==> src/hw/rtl/spq_pkg.sv <==
// Types and constants of the sorted priority queue
package spq_pkg;

  localparam int unsigned VALUE_W = 32;
  localparam int unsigned PRIO_W  = 8;
  localparam int unsigned FILL_W  = 5;

  typedef enum logic [1:0] {
    OP_ENQ = 2'd0,
    OP_DEQ = 2'd1,
    OP_CLR = 2'd2,
    OP_NOP = 2'd3
  } op_t;

  typedef struct packed {
    op_t                        operation;
    logic signed [VALUE_W-1:0]  value;
    logic        [PRIO_W-1:0]   prio;
  } in_t;

  typedef struct packed {
    logic signed [VALUE_W-1:0]  out_value;
    logic                       out_valid;
    logic                       dropped;
    logic        [FILL_W-1:0]   fill;
    logic                       is_empty;
    logic                       is_full;
  } out_t;

  typedef struct packed {
    logic signed [VALUE_W-1:0]  value;
    logic        [PRIO_W-1:0]   prio;
  } entry_t;

  // broadcast to every cell of the row
  typedef struct packed {
    logic   enq;
    logic   deq;
    entry_t entry;
  } cell_ctrl_t;

endpackage

==> src/hw/rtl/spq_cell.sv <==
// One slot of the sorted row: holds an entry, shifts or captures on command
module spq_cell
  import spq_pkg::*;
(
  input  logic       clk,
  input  cell_ctrl_t ctrl,
  input  logic       occupied,
  input  entry_t     prev_entry,
  input  logic       prev_behind,
  input  entry_t     next_entry,
  output entry_t     entry,
  output logic       behind
);

  entry_t entry_r;
  entry_t entry_nxt;

  // the new entry queues behind every stored entry of equal or higher priority
  assign behind = occupied && (entry_r.prio >= ctrl.entry.prio);
  assign entry  = entry_r;

  always_comb begin
    entry_nxt = entry_r;
    if (ctrl.enq && !behind) begin
      entry_nxt = prev_behind ? ctrl.entry : prev_entry;
    end else if (ctrl.deq) begin
      entry_nxt = next_entry;
    end
  end

  always_ff @(posedge clk) begin
    entry_r <= entry_nxt;
  end

endmodule

==> src/hw/rtl/sorted_priority_queue_top.sv <==
// Top level of the sorted priority queue: cell row, fill count, result register
//
//   channel | direction | handshake             | payload
//   --------+-----------+-----------------------+---------
//   in      | input     | in_valid / in_ready   | in_data  (in_t)
//   out     | output    | out_valid / out_ready | out_data (out_t)
//
// One operation per cycle while the result stage is not stalled: the whole row compares
// against the new priority in parallel and shifts in the same cycle, and the result
// appears in the next cycle. The result register is the only stage; in_ready stays
// high while it is empty or being drained, so a stall on out holds exactly one beat.
// rst_n is synchronous and empties the queue; no clearing pass is needed.
module sorted_priority_queue_top
  import spq_pkg::*;
#(
  parameter int unsigned CAPACITY = 16
) (
  input  logic clk,
  input  logic rst_n,
  input  logic in_valid,
  output logic in_ready,
  input  in_t  in_data,
  output logic out_valid,
  input  logic out_ready,
  output out_t out_data
);

  localparam int unsigned CNT_W = $clog2(CAPACITY + 1);

  logic [CNT_W-1:0] count_r;
  logic [CNT_W-1:0] count_nxt;
  logic             out_valid_r;
  out_t             out_data_r;
  out_t             result;

  cell_ctrl_t       ctrl;
  entry_t           chain [CAPACITY];
  logic             behind [CAPACITY];
  logic             accept;
  logic             full;
  logic             empty;

  assign in_ready  = !out_valid_r || out_ready;
  assign accept    = in_valid && in_ready;
  assign full      = (count_r == CNT_W'(CAPACITY));
  assign empty     = (count_r == '0);
  assign out_valid = out_valid_r;
  assign out_data  = out_data_r;

  assign ctrl.enq         = accept && (in_data.operation == OP_ENQ) && !full;
  assign ctrl.deq         = accept && (in_data.operation == OP_DEQ) && !empty;
  assign ctrl.entry.value = in_data.value;
  assign ctrl.entry.prio  = in_data.prio;

  for (genvar i = 0; i < CAPACITY; i++) begin : g_cell
    entry_t prev_entry;
    logic   prev_behind;
    entry_t next_entry;
    logic   occupied;

    assign occupied = (CNT_W'(i) < count_r);

    if (i == 0) begin : g_head
      assign prev_entry  = ctrl.entry;
      assign prev_behind = 1'b1;
    end else begin : g_body
      assign prev_entry  = chain[i-1];
      assign prev_behind = behind[i-1];
    end

    if (i == CAPACITY - 1) begin : g_tail
      assign next_entry = chain[i];
    end else begin : g_mid
      assign next_entry = chain[i+1];
    end

    spq_cell u_cell (
      .clk         (clk),
      .ctrl        (ctrl),
      .occupied    (occupied),
      .prev_entry  (prev_entry),
      .prev_behind (prev_behind),
      .next_entry  (next_entry),
      .entry       (chain[i]),
      .behind      (behind[i])
    );
  end

  always_comb begin
    count_nxt        = count_r;
    result.out_value = '0;
    result.out_valid = 1'b0;
    result.dropped   = 1'b0;
    case (in_data.operation)
      OP_ENQ: begin
        if (full) begin
          result.dropped = 1'b1;
        end else begin
          count_nxt = count_r + 1'b1;
        end
      end
      OP_DEQ: begin
        if (!empty) begin
          count_nxt        = count_r - 1'b1;
          result.out_value = chain[0].value;
          result.out_valid = 1'b1;
        end
      end
      OP_CLR: begin
        count_nxt = '0;
      end
      default: begin
        count_nxt = count_r;
      end
    endcase
    result.fill     = FILL_W'(count_nxt);
    result.is_empty = (count_nxt == '0);
    result.is_full  = (count_nxt == CNT_W'(CAPACITY));
  end

  always_ff @(posedge clk) begin
    if (!rst_n) begin
      count_r     <= '0;
      out_valid_r <= 1'b0;
    end else begin
      if (accept) begin
        count_r <= count_nxt;
      end
      if (accept) begin
        out_valid_r <= 1'b1;
      end else if (out_ready) begin
        out_valid_r <= 1'b0;
      end
    end
  end

  // hold the beat while the consumer stalls
  always_ff @(posedge clk) begin
    if (accept) begin
      out_data_r <= result;
    end
  end

endmodule

==> config.mk <==
export PLATFORM = sky130hd
export DESIGN_NAME = sorted_priority_queue_top
export DESIGN_NICKNAME = d
export VERILOG_FILES = /design/src/hw/rtl/spq_pkg.sv /design/src/hw/rtl/spq_cell.sv /design/src/hw/rtl/sorted_priority_queue_top.sv
export SDC_FILE = /design/constraint.sdc
export NUM_CORES = 2
export LEC_CHECK = 0
export ABC_AREA = 0
export BUFFER_PORTS_ARGS = -buffer_cell sky130_fd_sc_hd__clkbuf_2
export CORE_UTILIZATION = 50
export CTS_BUF_LIST = sky130_fd_sc_hd__clkbuf_16
export CTS_CLUSTER_SIZE = 16
export DETAILED_ROUTE_END_ITERATION = 12
export GPL_TIMING_DRIVEN = 0
export PLACE_DENSITY = 0.7
export SYNTH_ARGS = -nofsm -noshare
export SYNTH_HDL_FRONTEND = slang
export SYNTH_SLANG_ARGS = --single-unit
==> constraint.sdc <==
create_clock -name clk -period 11.5 [get_ports clk]
set_clock_uncertainty 0.1 [all_clocks]
set_input_delay 0.575 -clock clk [delete_from_list [all_inputs] [get_ports clk]]
set_output_delay 0.575 -clock clk [all_outputs]
set_load 0.1 [all_outputs]
==> results.sh <==
export IMPL_tightest_slew_ps=1250
export IMPL_port_buffers=86
export IMPL_slowest_delay_ps=850
export IMPL_r2r_cells=11
export IMPL_clock_sinks=687
export IMPL_die_height_um=273
export IMPL_leakage_nw=15.1
export IMPL_cts_root_buf="clkbuf_16"
export IMPL_cp_start_kind="primary input"
export IMPL_multi_input_area_sq_um=15000
export IMPL_p_per_area_nw_per_um2=150
export IMPL_worst_path_max_fanout=29
export IMPL_vias=26600
export IMPL_die_area_sq_um=74400
export IMPL_fill_cells=6083
export IMPL_core_sq_um=72000
export IMPL_dpl_cell_area_sq_um=38600
export IMPL_crit_top_cell="a2111oi_0"
export IMPL_cts_hold_buffers_added=0
export IMPL_crit_chain="clkbuf_2 -> inv_1 -> ha_1 -> a2111oi_0 -> a2111oi_0 -> a2bb2oi_1 -> nand2b_1 -> clkbuf_1 -> buf_4 -> nand2_2 -> buf_12"
export IMPL_gr_total_overflow=0
export IMPL_crit_path_top_delay_cell="a2111oi_0"
export IMPL_placementRows=98
export IMPL_ys_ff_latch=687
export IMPL_postSynthAreaPerCell_sq_um=11.5
export IMPL_grt_max_degree=51
export IMPL_worst_slack_ps=6310
export IMPL_slew_headroom_pct=16.9
export IMPL_ir_drop_v=0.000111
export IMPL_cp_num_buf_inv=5
export IMPL_synth_cell_area_sq_um=36600
export IMPL_setup_viol=0
export IMPL_ys_warn_count=0
export IMPL_arrival_ps=5410
export IMPL_tns_ps=0
export IMPL_clk_transition_reported_paths_ps=60
export IMPL_die_w_um=273
export IMPL_slew_viol_final=0
export IMPL_dp_hpwl_um=75500
export IMPL_wl_per_cell_um=24.2
export IMPL_maxCapViolCount=0
export IMPL_routed_wl_um=106000
export IMPL_ys_seq_area_share_pct=56.1
export IMPL_place_ws_ps=5780
export IMPL_grt_pass1_vias=26100
export IMPL_required_ps=11720
export IMPL_reg2reg_to="g_cell[0].u_cell.entry[13]"
export IMPL_synth_fp_nets=3370
export IMPL_grt_usage_pct=28.3
export IMPL_cp_depth=11
export IMPL_post_cts_setup_buffer_count=0
export IMPL_holdPathStages=3
export IMPL_drt_first_pass_iters=6
export IMPL_layout_area_overhead_vs_synth_pct=11.9
export IMPL_hold_slack_ps=94.7
export IMPL_synth_cell_types=54
export IMPL_fin_crit_sh_pct=45.1
export IMPL_drc=0
export IMPL_synth_cells=3192
export IMPL_cts_tree="done"
export IMPL_routabilityCongestion=0.887
export IMPL_io_pins=89
export IMPL_grt_pass1_wl_um=159000
export IMPL_worstHoldPathType="primary input to register"
export IMPL_antenna_found_initial=2
export IMPL_clk_latency_ps=620
export IMPL_cp_top_family="buffers and inverters"
export IMPL_outcome="finished, final reports clean"
export IMPL_fin_crit_ps=5190
export IMPL_h_tree_depth=3
export IMPL_vias_per_cell=6.08
export IMPL_rrSetupSlack_ps=6700
export IMPL_endpoint_kind="register"
export IMPL_clk_path_buf_depth=3
export IMPL_min_from="in_valid"
export IMPL_ant_nets=0
export IMPL_finalHoldViolCount=0
export IMPL_drive_above_1_share_pct=10.4
export IMPL_crit_reg2reg_launch="g_cell[0].u_cell.entry[0]"
export IMPL_drt_initial_drc_count=3085
export IMPL_initial_utilization_pct=50.9
export IMPL_ctsResizeCount=0
export IMPL_regArea_sq_um=20600
export IMPL_max_freq_mhz=193
export IMPL_min_to="out_valid"
export IMPL_rsz0062_at_grt="no"
export IMPL_final_cell_area_sq_um=41000
export IMPL_nNetsFinal=3550
export IMPL_critPathKind="primary input to register"
export IMPL_numCtsBuffers=76
-- layout by cell type, fill, tap and decap left out, types with 3 or more instances in the layout --
master and instances:
mux2_2 60, a21o_1 6, clkbuf_2 86, a31oi_1 3, mux2i_1 553, nand2b_1 19
and2_1 34, clkbuf_1 153, dfxtp_1 6, ha_1 132, clkbuf_16 77, o22ai_1 3
nand2_1 519, nand4_1 15, a2111o_1 10, a2111oi_0 5, buf_1 24, edfxtp_1 681
a21oi_1 152, o21a_1 4, clkinv_1 23, buf_12 16, bufinv_16 7, nand2_2 13
o21ai_0 507, nor2_1 111, buf_4 15, inv_1 55, buf_2 45, a211o_1 3
o21ai_2 9, clkinv_2 11, mux2_1 13, o21ai_1 14, a211oi_2 3, nand3_1 7
-- through the flow --
stage,cells,utilization [%],total power [W]
2_1_floorplan,3192,-,0.00351
3_3_place_gp,4228,53.2,0.00375
3_5_place_dp,4244,53.7,0.00378
4_1_cts,4380,57.0,0.00613
5_1_grt,4380,57.0,0.00630
6_report,4382,57.0,0.00613
-- cell families (layout without fill, tap and decap cells) --
group                      Yosys count  count (layout)  synth area share (%)
buffers and inverters              280             518                  3.18
AOI/OAI and AO/OA                  733             733                  10.6
and+or+nand+nor                    733             733                  8.17
xor gates and xnor gates             1               1                0.0239
DFF                                687             687                  56.1
muxes                              626             626                  17.3
other                                0               2                     0
adders and majority gates          132             132                  4.51
-- sequential cells by signal (all words and copies together), names as in the netlist --
signal / count
count_r: 5
g_cell.u_cell.entry: 640
out_data: 41
out_valid: 1
-- report_power, final --
group / internal [W] / total, W / switching [W]
clock: 0.00137 / 0.00238 / 0.00102
combinational: 0.000227 / 0.000754 / 0.000526
sequential: 0.00292 / 0.00299 / 0.0000687
-- layout make-up --
type                       count  share of cell area [%]
sequential                   687                    50.2
multi-input combinational   2225                    36.5
clock buffer                  77                    4.70
tap                          950                    2.90
buffer                       238                    2.46
timing repair buffer         102                    1.83
clock inverter                59                    1.06
inverter                      42                   0.384
antenna                        2                  0.0122
-- Yosys cell counts (all sizes together) --
| master | count | share of area (%) |
|---|---|---|
| a31o | 1 | 0.024 |
| o211ai | 1 | 0.020 |
| nor4b | 3 | 0.089 |
| a31oi | 3 | 0.051 |
| o22ai | 3 | 0.051 |
| and4 | 1 | 0.024 |
| o21a | 4 | 0.082 |
| inv | 42 | 0.43 |
| mux2 | 73 | 2.2 |
| nand2 | 532 | 5.4 |
| a2bb2oi | 1 | 0.024 |
| nor2 | 111 | 1.1 |
| nor3b | 1 | 0.034 |
| a21oi | 153 | 2.1 |
| mux2i | 553 | 15 |
| a2111o | 10 | 0.31 |
| a41oi | 1 | 0.024 |
| buf | 84 | 1.2 |
| nand4 | 15 | 0.26 |
| a22oi | 1 | 0.020 |
| a221o | 1 | 0.027 |
| o32a | 1 | 0.027 |
| a22o | 1 | 0.024 |
| clkbuf | 154 | 1.6 |
| and2 | 35 | 0.60 |
| o22a | 1 | 0.024 |
| and4b | 1 | 0.027 |
| xor2 | 1 | 0.024 |
| nor3 | 3 | 0.055 |
| o21ai | 530 | 7.3 |
| nand2b | 21 | 0.36 |
| a211o | 3 | 0.072 |
| ha | 132 | 4.5 |
| dfxtp | 6 | 0.33 |
| a32oi | 1 | 0.024 |
| or3 | 2 | 0.034 |
| edfxtp | 681 | 56 |
| nand3 | 7 | 0.096 |
| a21o | 6 | 0.12 |
| a2111oi | 6 | 0.15 |
| o32ai | 1 | 0.024 |
| a211oi | 4 | 0.12 |
| or2 | 1 | 0.017 |
-- layer usage --
metal	vias to the layer above	routed length [um]	GRT usage [%]
met4	0	3690	10.2
met2	1136	47800	44.1
met5	-	0	0
met1	13200	45200	39.3
li1	12100	-	-
met3	208	9210	5.40
-- worst max-delay path by stage --
stage	from	end	slack, ps
global placement	in_data[3]	g_cell[0].u_cell.entry[13]	4480
global route	in_data[3]	g_cell[0].u_cell.entry[18]	6200
detailed placement	in_data[3]	g_cell[0].u_cell.entry[13]	5780
finish	in_data[3]	g_cell[0].u_cell.entry[13]	6310
floorplan	out_valid	g_cell[15].u_cell.entry[0]	6950
CTS	in_data[3]	g_cell[0].u_cell.entry[18]	6400
-- worst reg2reg max path: stages (launching register included) --
cell	delay, ps
edfxtp_1	340
inv_1	40
ha_1	250
nand2b_1	100
a2111oi_0	90
a2111oi_0	850
a2bb2oi_1	760
nand2b_1	190
clkbuf_1	750
buf_4	370
nand2_2	300
buf_12	310
Note: power is estimated with default switching activity, not from simulation.
